===== src/sv/las_pkg.sv =====
// ----------------------------------------------------------------------------
// Local alignment score package
// Shared sizes, score helpers and the controller/datapath interface types.
// ----------------------------------------------------------------------------
package las_pkg;

  // Longest sequence that the cell row handles.
  localparam int MAX_LEN = 32;
  localparam int BASE_W  = 2;
  localparam int SEQ_W   = 64;
  localparam int LEN_W   = 6;
  localparam int SCORE_W = 6;
  // Sweep length is up to twice the longest sequence.
  localparam int STEP_W  = LEN_W + 1;
  // Number of pairwise fold steps over the per-column maxima.
  localparam int FOLD_N  = $clog2(MAX_LEN);
  localparam int FC_W    = $clog2(FOLD_N + 1);

  typedef logic [SCORE_W-1:0] score_t;
  typedef logic [BASE_W-1:0]  base_t;
  typedef logic [LEN_W-1:0]   len_t;

  typedef enum logic [1:0] {
    ST_IDLE,
    ST_SWEEP,
    ST_FOLD,
    ST_DONE
  } state_t;

  // Commands from the controller to the datapath.
  typedef struct packed {
    logic load;
    logic step;
    logic fold;
    logic publish;
  } cmd_t;

  // Status from the datapath to the controller.
  typedef struct packed {
    logic sweep_last;
  } sts_t;

  // Subtract one, floored at zero.
  function automatic score_t dec_floor(input score_t v);
    dec_floor = (v == '0) ? '0 : v - score_t'(1);
  endfunction

  function automatic score_t max2(input score_t a, input score_t b);
    max2 = (a > b) ? a : b;
  endfunction

  // Lengths above the row size saturate.
  function automatic len_t sat_len(input len_t v);
    sat_len = (v > len_t'(MAX_LEN)) ? len_t'(MAX_LEN) : v;
  endfunction

endpackage


===== src/sv/las_ctrl.sv =====
// ----------------------------------------------------------------------------
// Local alignment score controller
// Sequences load, anti-diagonal sweep, maximum fold and result hand-off.
// ----------------------------------------------------------------------------
module las_ctrl (
  input  logic          clk,
  input  logic          rst_n,
  input  logic          in_valid,
  output logic          in_stall,
  output logic          out_valid,
  input  logic          out_stall,
  input  las_pkg::sts_t sts,
  output las_pkg::cmd_t cmd
);

  las_pkg::state_t            state_r, state_nxt;
  logic [las_pkg::FC_W-1:0]   fold_cnt_r, fold_cnt_nxt;
  logic                       out_valid_r, out_valid_nxt;

  // State and control registers.
  always_ff @(posedge clk) begin
    if (!rst_n) begin
      state_r     <= las_pkg::ST_IDLE;
      fold_cnt_r  <= '0;
      out_valid_r <= 1'b0;
    end else begin
      state_r     <= state_nxt;
      fold_cnt_r  <= fold_cnt_nxt;
      out_valid_r <= out_valid_nxt;
    end
  end

  // Next state and commands.
  always_comb begin
    state_nxt     = state_r;
    fold_cnt_nxt  = fold_cnt_r;
    out_valid_nxt = out_valid_r;
    cmd           = '0;
    in_stall      = 1'b1;

    // A waiting result leaves once the consumer takes it.
    if (out_valid_r && !out_stall) begin
      out_valid_nxt = 1'b0;
    end

    case (state_r)
      las_pkg::ST_IDLE: begin
        in_stall = 1'b0;
        if (in_valid) begin
          cmd.load  = 1'b1;
          state_nxt = las_pkg::ST_SWEEP;
        end
      end
      las_pkg::ST_SWEEP: begin
        cmd.step = 1'b1;
        if (sts.sweep_last) begin
          fold_cnt_nxt = las_pkg::FC_W'(las_pkg::FOLD_N - 1);
          state_nxt    = las_pkg::ST_FOLD;
        end
      end
      las_pkg::ST_FOLD: begin
        cmd.fold = 1'b1;
        if (fold_cnt_r == '0) begin
          state_nxt = las_pkg::ST_DONE;
        end else begin
          fold_cnt_nxt = fold_cnt_r - las_pkg::FC_W'(1);
        end
      end
      las_pkg::ST_DONE: begin
        // Move the score to the output register once it is free.
        if (!out_valid_r || !out_stall) begin
          cmd.publish   = 1'b1;
          out_valid_nxt = 1'b1;
          state_nxt     = las_pkg::ST_IDLE;
        end
      end
      default: begin
        state_nxt = las_pkg::ST_IDLE;
      end
    endcase
  end

  assign out_valid = out_valid_r;

  // An accepted beat always starts a sweep.
  a_load_sweep: assert property (@(posedge clk) disable iff (!rst_n)
    (in_valid && !in_stall) |=> (state_r == las_pkg::ST_SWEEP))
    else $error("accepted beat did not start a sweep");

  // A result is never overwritten while it still waits.
  a_no_overwrite: assert property (@(posedge clk) disable iff (!rst_n)
    !(cmd.publish && out_valid_r && out_stall))
    else $error("pending result overwritten");

  // The last sweep step is followed by the fold.
  a_sweep_fold: assert property (@(posedge clk) disable iff (!rst_n)
    (state_r == las_pkg::ST_SWEEP && sts.sweep_last) |=> (state_r == las_pkg::ST_FOLD))
    else $error("fold did not follow the sweep");

endmodule


===== src/sv/las_datapath.sv =====
// ----------------------------------------------------------------------------
// Local alignment score datapath
// A row of score cells, one per column, swept one anti-diagonal per step,
// with per-column running maxima folded pairwise at the end.
// ----------------------------------------------------------------------------
module las_datapath (
  input  logic                       clk,
  input  logic                       rst_n,
  input  las_pkg::cmd_t              cmd,
  output las_pkg::sts_t              sts,
  input  logic [las_pkg::SEQ_W-1:0]  seq_a,
  input  logic [las_pkg::LEN_W-1:0]  len_a,
  input  logic [las_pkg::SEQ_W-1:0]  seq_b,
  input  logic [las_pkg::LEN_W-1:0]  len_b,
  output logic [las_pkg::SCORE_W-1:0] best_score
);

  localparam int ROW_W = las_pkg::BASE_W * las_pkg::MAX_LEN;

  las_pkg::len_t             la_sat, lb_sat;
  logic [ROW_W-1:0]          a_sh_r;
  logic [ROW_W-1:0]          b_r;
  las_pkg::len_t             a_left_r;
  las_pkg::len_t             lb_r;
  logic [las_pkg::STEP_W-1:0] cnt_r;
  las_pkg::score_t           best_r;

  las_pkg::base_t  tok_base_r [las_pkg::MAX_LEN];
  logic            tok_v_r    [las_pkg::MAX_LEN];
  las_pkg::score_t h_r        [las_pkg::MAX_LEN];
  las_pkg::score_t dg_r       [las_pkg::MAX_LEN];
  las_pkg::score_t m_r        [las_pkg::MAX_LEN];

  assign la_sat = las_pkg::sat_len(len_a);
  assign lb_sat = las_pkg::sat_len(len_b);

  // Sequence registers and the sweep step counter.
  always_ff @(posedge clk) begin
    if (cmd.load) begin
      a_sh_r   <= seq_a[ROW_W-1:0];
      b_r      <= seq_b[ROW_W-1:0];
      a_left_r <= la_sat;
      lb_r     <= lb_sat;
      cnt_r    <= las_pkg::STEP_W'(la_sat) + las_pkg::STEP_W'(lb_sat);
    end else if (cmd.step) begin
      a_sh_r <= a_sh_r >> las_pkg::BASE_W;
      if (a_left_r != '0) begin
        a_left_r <= a_left_r - las_pkg::len_t'(1);
      end
      if (cnt_r != '0) begin
        cnt_r <= cnt_r - las_pkg::STEP_W'(1);
      end
    end
  end

  assign sts.sweep_last = (cnt_r <= las_pkg::STEP_W'(1));

  // Score cells: column j works on row (step - j) of the table.
  for (genvar j = 0; j < las_pkg::MAX_LEN; j++) begin : g_cell
    las_pkg::base_t  tin_base;
    logic            tin_v;
    las_pkg::score_t left;
    las_pkg::score_t hit;
    las_pkg::score_t h_new;
    las_pkg::score_t fold_lo;
    las_pkg::score_t fold_hi;
    logic            col_in;

    if (j == 0) begin : g_first
      assign tin_base = a_sh_r[las_pkg::BASE_W-1:0];
      assign tin_v    = (a_left_r != '0);
      assign left     = '0;
    end else begin : g_rest
      assign tin_base = tok_base_r[j-1];
      assign tin_v    = tok_v_r[j-1];
      assign left     = h_r[j-1];
    end

    // Fold pairs (2j, 2j+1) into slot j; slots past the pairs clear.
    if (2 * j + 1 < las_pkg::MAX_LEN) begin : g_pair
      assign fold_lo = m_r[2*j];
      assign fold_hi = m_r[2*j+1];
    end else if (2 * j < las_pkg::MAX_LEN) begin : g_single
      assign fold_lo = m_r[2*j];
      assign fold_hi = '0;
    end else begin : g_none
      assign fold_lo = '0;
      assign fold_hi = '0;
    end

    assign col_in = (las_pkg::len_t'(j) < lb_r);
    assign hit = (tin_base == b_r[las_pkg::BASE_W*j +: las_pkg::BASE_W])
                 ? dg_r[j] + las_pkg::score_t'(1)
                 : las_pkg::dec_floor(dg_r[j]);
    assign h_new = las_pkg::max2(hit,
                     las_pkg::max2(las_pkg::dec_floor(h_r[j]),
                                   las_pkg::dec_floor(left)));

    always_ff @(posedge clk) begin
      if (!rst_n) begin
        tok_v_r[j] <= 1'b0;
      end else if (cmd.load) begin
        tok_v_r[j] <= 1'b0;
      end else if (cmd.step) begin
        tok_v_r[j] <= tin_v;
      end
    end

    always_ff @(posedge clk) begin
      if (cmd.load) begin
        h_r[j]  <= '0;
        dg_r[j] <= '0;
        m_r[j]  <= '0;
      end else if (cmd.step) begin
        tok_base_r[j] <= tin_base;
        dg_r[j]       <= left;
        if (tin_v) begin
          h_r[j] <= h_new;
          if (col_in) begin
            m_r[j] <= las_pkg::max2(m_r[j], h_new);
          end
        end
      end else if (cmd.fold) begin
        m_r[j] <= las_pkg::max2(fold_lo, fold_hi);
      end
    end
  end

  // Output register.
  always_ff @(posedge clk) begin
    if (cmd.publish) begin
      best_r <= m_r[0];
    end
  end

  assign best_score = best_r;

  // A published score never exceeds the row length.
  a_score_range: assert property (@(posedge clk) disable iff (!rst_n)
    cmd.publish |=> (best_r <= las_pkg::score_t'(las_pkg::MAX_LEN)))
    else $error("score out of range");

  // Loading clears the running maxima.
  a_load_clear: assert property (@(posedge clk) disable iff (!rst_n)
    cmd.load |=> (m_r[0] == '0 && h_r[0] == '0))
    else $error("load did not clear the cells");

  // No base enters the row once the sequence is used up.
  a_no_extra_row: assert property (@(posedge clk) disable iff (!rst_n)
    (cmd.step && a_left_r == '0) |=> !tok_v_r[0])
    else $error("row token past the sequence end");

endmodule


===== src/sv/local_alignment_score_top.sv =====
// ----------------------------------------------------------------------------
// Local alignment score top level
// Smith-Waterman local alignment score of two DNA sequences, linear gaps.
// ----------------------------------------------------------------------------
// One pair is worked at a time. After a beat is accepted, a row of 32 score
// cells sweeps len_a + len_b anti-diagonals of the score table, one per cycle
// (lengths saturated at 32), then folds the per-column maxima pairwise and
// moves the score to the output register. The sweep length is set by the
// anti-diagonal recurrence through the cell row. The next pair is accepted
// while a finished score still waits to be taken.
module local_alignment_score_top (
  input  logic                        clk,
  input  logic                        rst_n,
  input  logic                        in_valid,
  output logic                        in_stall,
  input  logic [las_pkg::SEQ_W-1:0]   in_seq_a,
  input  logic [las_pkg::LEN_W-1:0]   in_len_a,
  input  logic [las_pkg::SEQ_W-1:0]   in_seq_b,
  input  logic [las_pkg::LEN_W-1:0]   in_len_b,
  output logic                        out_valid,
  input  logic                        out_stall,
  output logic [las_pkg::SCORE_W-1:0] out_best_score
);

  las_pkg::cmd_t cmd;
  las_pkg::sts_t sts;

  // Sequencer.
  las_ctrl u_ctrl (
    .clk       (clk),
    .rst_n     (rst_n),
    .in_valid  (in_valid),
    .in_stall  (in_stall),
    .out_valid (out_valid),
    .out_stall (out_stall),
    .sts       (sts),
    .cmd       (cmd)
  );

  // Cell row and score fold.
  las_datapath u_datapath (
    .clk        (clk),
    .rst_n      (rst_n),
    .cmd        (cmd),
    .sts        (sts),
    .seq_a      (in_seq_a),
    .len_a      (in_len_a),
    .seq_b      (in_seq_b),
    .len_b      (in_len_b),
    .best_score (out_best_score)
  );

endmodule

===== config.mk =====
export PLATFORM = sky130hd
export DESIGN_NAME = local_alignment_score_top
export DESIGN_NICKNAME = d
export VERILOG_FILES = /design/src/sv/las_pkg.sv /design/src/sv/las_ctrl.sv /design/src/sv/las_datapath.sv /design/src/sv/local_alignment_score_top.sv
export SDC_FILE = /design/constraint.sdc
export NUM_CORES = 2
export LEC_CHECK = 0
export BUFFER_PORTS_ARGS = -buffer_cell sky130_fd_sc_hd__buf_2
export CELL_PAD_IN_SITES_DETAIL_PLACEMENT = 0
export CELL_PAD_IN_SITES_GLOBAL_PLACEMENT = 1
export CORE_UTILIZATION = 40
export DETAILED_ROUTE_END_ITERATION = 16
export PLACE_DENSITY = 0.79
export SLEW_MARGIN = 20
export SYNTH_ARGS = -nofsm -noshare
export SYNTH_HDL_FRONTEND = slang
export SYNTH_SLANG_ARGS = --single-unit

===== constraint.sdc =====
create_clock -name clk -period 8.17 [get_ports clk]
set_clock_uncertainty 0.2 [all_clocks]
set_input_delay 0.817 -clock clk [delete_from_list [all_inputs] [get_ports clk]]
set_output_delay 0.817 -clock clk [all_outputs]
set_load 0.01 [all_outputs]

# After elaboration in Yosys (flattened, before gate mapping)
# Memory sizes are Yosys's and may differ from the RTL's.
# Index checks and enable logic that the tools add are counted.
dict set report totals {
  register_bits 159
  in_bits 144
  word_cells 1303
  output_inout_bits 8
  memories 5
  ramBits 672
}
dict set report classes {
  n_bitwise 192
  reduce_logical 80
  magnitude_cmp 147
  n_eq_ne 40
  n_mux 730
  n_addsub 100
}
# name words word_bits read_ports rd_ports_with_merged_regs wr line_no
set memory_table {}
lappend memory_table {u_datapath.dg_r 32 6 32 0 32 las_datapath.sv:31} ;# las_pkg::score_t dg_r [las_pkg::MAX_LEN];
lappend memory_table {u_datapath.h_r 32 6 32 0 32 las_datapath.sv:30} ;# las_pkg::score_t h_r [las_pkg::MAX_LEN];
lappend memory_table {u_datapath.m_r 32 6 32 0 32 las_datapath.sv:32} ;# las_pkg::score_t m_r [las_pkg::MAX_LEN];
lappend memory_table {u_datapath.tok_base_r 32 2 31 0 32 las_datapath.sv:28} ;# las_pkg::base_t tok_base_r [las_pkg::MAX_LEN];
lappend memory_table {u_datapath.tok_v_r 32 1 31 0 32 las_datapath.sv:29} ;# logic tok_v_r [las_pkg::MAX_LEN];
# op n
set ops {}
lappend ops {{6-bit 2-to-1 mux} 341}
lappend ops {{6-bit greater-than comparator} 111}
lappend ops {{6-bit by 1-bit subtractor with 6-bit output, second input constant} 65}
lappend ops {{6-bit logical NOT} 64}
lappend ops {{1-bit 2-to-1 mux} 376}
lappend ops {{6-bit by 1-bit adder with 6-bit output, second input constant} 32}
lappend ops {{1-bit bitwise OR} 192}
lappend ops {{64-bit 2-to-1 mux} 2}
lappend ops {{5-bit by 6-bit < comparator with 1-bit output, first input constant} 16}
lappend ops {{2-bit equality test} 32}
lappend ops {{4-bit by 6-bit < comparator with 1-bit output, first input constant} 8}
lappend ops {{3-bit by 6-bit < comparator with 1-bit output, first input constant} 4}
lappend ops {{7-bit 2-to-1 mux} 3}
lappend ops {{6-bit greater-than comparator, second input constant} 2}
lappend ops {{1-bit by 6-bit < comparator with 1-bit output, first input constant} 2}
lappend ops {{2-bit by 6-bit < comparator with 1-bit output, first input constant} 2}
lappend ops {{2-bit 2-to-1 mux} 4}
lappend ops {{2-bit one-hot mux with 4 select lines} 1}
lappend ops {{2-bit nonzero test} 4}
lappend ops {{6-bit by 6-bit adder with 7-bit output} 1}
lappend ops {{7-bit by 1-bit <= comparator with 1-bit output, second input constant} 1}
lappend ops {{7-bit nonzero test} 1}
lappend ops {{7-bit by 1-bit subtractor with 7-bit output, second input constant} 1}
lappend ops {{6-bit by 1-bit greater-than comparator with 1-bit output, second input constant} 1}
lappend ops {{other kinds (16)} 23}

# Logic depth before layout (Yosys ltp)
# An unclocked memory read counts as a cell.
dict set report logic_depth {
  depth_word 11
  depth_mapped 34
  ltp_nobuf 34
}

# Modules after synthesis
# Synthesis repeated with hierarchy kept, for this count alone.
dict set report hier_totals {
  cells_unflattened 6857
  hier_area_um2 64782.1
}
# module seq_area_each_um2 area_per_inst_um2 instances cells_per_inst
set by_module_without_submodules {}
lappend by_module_without_submodules {las_datapath 24493.5 64366.7 1 6808}
lappend by_module_without_submodules {las_ctrl 120.1 415.4 1 49}

# Worst setup path before layout
# Ideal clock, no wire load.
dict set report synth_path {
  path_type {flip-flop to flip-flop}
  start {reg u_ctrl.state_r[1]}
  end {reg u_datapath.a_sh_r[0], enable pin}
  required_time_ns 7.369
  setup_time_ns 0.601
  arrival_time_ns 7.846
  n_path_buf 3
  slack_ns -0.477
  period_less_slack_ns 8.647
  path_stages_with_launch 8
  path_cell_list {dfxtp_1 -> inv_1 -> ha_1 -> clkbuf_1 -> clkbuf_1 -> buf_1 -> nor2_1 -> inv_1}
}
dict set report synth_via {
  elab_chain_len 3
  elab_cells_between_ends 5
  classes_between {eq/ne (1); mux (2); reduce/logical (2)}
}
# element line_no
set synth_rtl {}
lappend synth_rtl {{start: declaration} las_ctrl.sv:16} ;# las_pkg::state_t state_r, state_nxt;
lappend synth_rtl {{start signal: assignment} las_ctrl.sv:23} ;# state_r <= las_pkg::ST_IDLE;
lappend synth_rtl {{start signal: assignment} las_ctrl.sv:27} ;# state_r <= state_nxt;
lappend synth_rtl {{2-bit by 1-bit equality test with 1-bit output / 2-bit logical NOT (equally long branches)} las_ctrl.sv:46} ;# case (state_r)
lappend synth_rtl {{1-bit 2-to-1 mux} las_ctrl.sv:46}
lappend synth_rtl {{2-bit nonzero test (no source line) (*)} --}
lappend synth_rtl {{end signal: assignment} las_datapath.sv:40} ;# a_sh_r <= seq_a[ROW_W-1:0];
lappend synth_rtl {{end signal: assignment} las_datapath.sv:46} ;# a_sh_r <= a_sh_r >> las_pkg::BASE_W;
lappend synth_rtl {{end: declaration} las_datapath.sv:21} ;# logic [ROW_W-1:0] a_sh_r;
# Mark *: on every way between the ends. The rest lies on a longest branch, timed or not.
# A chain may end at the register's enable or synchronous reset.

==> results.py <==
metrics = {
    "run_status": {
        "status": "complete, no violations",
    },
    "detailed_routing": {
        "routed_wl_um": 179300,
        "wl_per_cell_um": 18.90,
        "drt_iter0_drc": 4452,
        "ant_nets": 0,
        "vias": 53220,
        "firstDrtPassIters": 5,
        "vias_per_cell": 5.613,
        "drc": 0,
    },
    "synth": {
        "ys.flop_type": "edfxtp_1",
        "syn_nets": 8003,
        "synthArstFlopShare_pct": 0,
        "synthCells": 7085,
        "syn_area_um2": 65140,
        "synth-edff-count": 815,
        "ys_seq_elements": 822,
        "ys_seq_area_share_pct": 37.79,
        "syn_area_per_cell_um2": 9.194,
        "synth_cell_type_count": 87,
        "yosysWarnings": 0,
    },
    "clock_tree": {
        "clk_pin_slew_ps": 60,
        "cts_buffer_depth": 3,
        "clock-root-buffer": "clkbuf_16",
        "h-tree-depth": 3,
        "cts_buffers": 97,
        "tritoncts": "done",
        "clock_sinks": 822,
        "worstSkewPairLatency_ps": 750,
        "postCtsSetupBuffers": 0,
    },
    "die": {
        "io_pins": 152,
        "die_w_um": 405.5,
        "placementRows": 147,
        "fp.dieH_um": 405.5,
        "die_area_um2": 164500,
        "core_um2": 161100,
        "start_util_pct": 40.43,
    },
    "sta": {
        "final_max_slew_viol_count": 0,
        "finalCritPeriodShare_pct": 92.31,
        "setup_ws_ps": 628.6,
        "tightest_slew_ps": 1123,
        "rsz0062_at_grt": "false",
        "hold_violations": 0,
        "setup_violations": 0,
        "finalWorstPathRequiredPeriod_ps": 7541,
        "fin_tns_setup_ps": 0,
        "maxSlewHeadroom_pct": 24.34,
        "max_freq_ghz": 0.1326,
    },
    "global_routing": {
        "antenna_found_initial": 7,
        "grt_use_total_pct": 21.47,
        "grt_overflow_total": 0,
        "grt_pass1_wl_um": 281400,
        "grt_pass1_vias": 51090,
        "grt_max_degree": 143,
    },
    "place": {
        "portBuffers": 151,
        "place_area_um2": 68410,
        "gp_congestion": 0.9173,
        "place_inst": 9283,
        "dpl.hpwl_um": 137600,
        "preCtsSetupSlack_ps": 428.5,
    },
    "finish": {
        "fin_area_um2": 71890,
        "final_common_cell": "edfxtp_1",
        "final_cell_mix": "edfxtp_1 (815), ha_1 (772), nor2_1 (713)",
        "area_growth_syn_to_layout_pct": 10.37,
        "drive_gt1_share_pct": 6.655,
        "fin_nets": 8155,
        "stdcell_count": 9482,
    },
    "worst_setup_path": {
        "crit_path_start": "u_datapath.h_r[15][0]",
        "crit_buf_inv": 2,
        "r2r_slack_ps": 630,
        "critPathRequiredTime_ps": 8310,
        "cp_top_family": "compound AO/OA/AOI/OAI gates",
        "slowest_stage": "o21ai_0",
        "worstPathMaxFanout": 8,
        "start_kind": "register",
        "crit_type": "register to register",
        "end_kind": "register",
        "cpPeakStageDelay_ps": 650,
        "r2r_start": "u_datapath.h_r[15][0]",
        "worstPathArrival_ps": 7690,
    },
    "min_path": {
        "hold_path.class": "input port to register",
        "min_from": "in_seq_b[49]",
    },
    "job": {
        "drv_cap": 0,
    },
}
-- layout make-up --
| cell class | instances | area [µm²] |
|---|---|---|
| Antenna cell | 4 | 10.01 |
| Clock buffer | 115 | 2495 |
| Clock inverter | 65 | 803.3 |
| Fill cell | 15650 | 89230 |
| Inverter | 676 | 2547 |
| Multi-Input combinational cell | 5420 | 37390 |
| Sequential cell | 822 | 24610 |
| Tap cell | 2160 | 2703 |
| Timing Repair Buffer | 220 | 1328 |
-- cell families after synthesis --
group	share of synthesized area, %
adders and majority gates	15.22
muxes	5.131
DFF	37.79
xor gates and xnor gates	2.380
buffers and inverters	4.887
and+or+nand+nor	19.64
AOI/OAI and AO/OA	14.96
-- path summary, 6_finish.rpt --
path                                 endpoint  depth (start not counted)
setup / recovery        u_datapath.m_r[1][93]                         31
hold / removal             u_datapath.b_r[49]                          1
setup reg to reg        u_datapath.m_r[1][93]                         31
hold reg to reg   u_datapath.tok_base_r[6][1]                          0
-- per-stage QoR --
step,hold slack [ps],utilization [%]
3_5_place_dp,257.3,42.46
4_1_cts,1.419,44.60
5_1_grt,20.19,44.62
3_3_place_gp,251.7,42.46
2_1_floorplan,226.4,-
6_report,60.55,44.62
-- state kept, by name (all words and copies together), names as in the netlist --
signal and cells:
u_datapath.h_r 192, u_datapath.b_r 64, u_ctrl.fold_cnt_r 3, u_datapath.tok_base_r 62, u_datapath.best_score 6, u_datapath.a_sh_r 64, u_datapath.m_r 192, u_datapath.dg_r 186
u_datapath.cnt_r 7, u_datapath.a_left_r 6, u_ctrl.state_r 2, u_datapath.lb_r 6, u_ctrl.out_valid 1, u_datapath.tok_v_r 31
-- synth_stat cells (14+ instances only) --
cell type | n | share of area (%)
inv_1 | 675 | 3.9
or2_2 | 68 | 0.65
edfxtp_1 | 815 | 38
o31ai_1 | 42 | 0.48
mux2i_1 | 302 | 4.6
o2111ai_1 | 14 | 0.19
a21oi_1 | 350 | 2.7
nand3_1 | 198 | 1.5
and4_1 | 43 | 0.58
o22ai_1 | 134 | 1.3
nor2b_1 | 138 | 1.3
or4_1 | 25 | 0.29
o211ai_1 | 28 | 0.32
mux2_2 | 27 | 0.47
nand2_1 | 659 | 3.8
xnor2_1 | 70 | 0.94
nor4_1 | 31 | 0.30
o21bai_1 | 18 | 0.21
a221oi_1 | 40 | 0.54
a32oi_1 | 24 | 0.32
and3_1 | 62 | 0.60
and2_1 | 225 | 2.2
o22a_1 | 27 | 0.36
a211oi_1 | 35 | 0.40
a211o_1 | 15 | 0.20
nor2_1 | 714 | 4.1
nor3_1 | 166 | 1.3
nor3b_1 | 33 | 0.38
o21a_1 | 193 | 2.2
clkbuf_1 | 142 | 0.82
a31oi_1 | 68 | 0.65
o21ai_0 | 296 | 2.3
or3_1 | 46 | 0.44
nand4_1 | 67 | 0.64
maj3_1 | 22 | 0.34
xor2_1 | 107 | 1.4
nand2b_1 | 87 | 0.84
ha_1 | 773 | 15
buf_1 | 22 | 0.13
a21o_1 | 71 | 0.82
-- worst reg2reg max path, delay by kind of cell, from the launching register on --
kind	cells	cell delay, ps
flip-flops	1	420
buffers and inverters	2	170
adder cells (fa/ha/maj)	4	940
AO/OA/AOI/OAI	15	3400
AND/OR/NAND/NOR	10	2030
-- metal layers --
layer | up-vias | global-route usage (%) | part of all wire (%)
li1 | 26010 | - | -
met5 | - | 0 | 0.0045
met1 | 25530 | 29.37 | 46
met3 | 305 | 2.454 | 4.9
met4 | 2 | 6.303 | 2.9
met2 | 1371 | 35.54 | 46
-- what timing repair did --
action                     4_1_cts  5_1_grt
gates resized for setup          0        7
setup endpoints to repair        0       24
hold buffers                    15        0
hold endpoints to repair        15        0
Power is not shown: default switching activity piles up to over one toggle a cycle in this logic, so the estimate is an artifact.
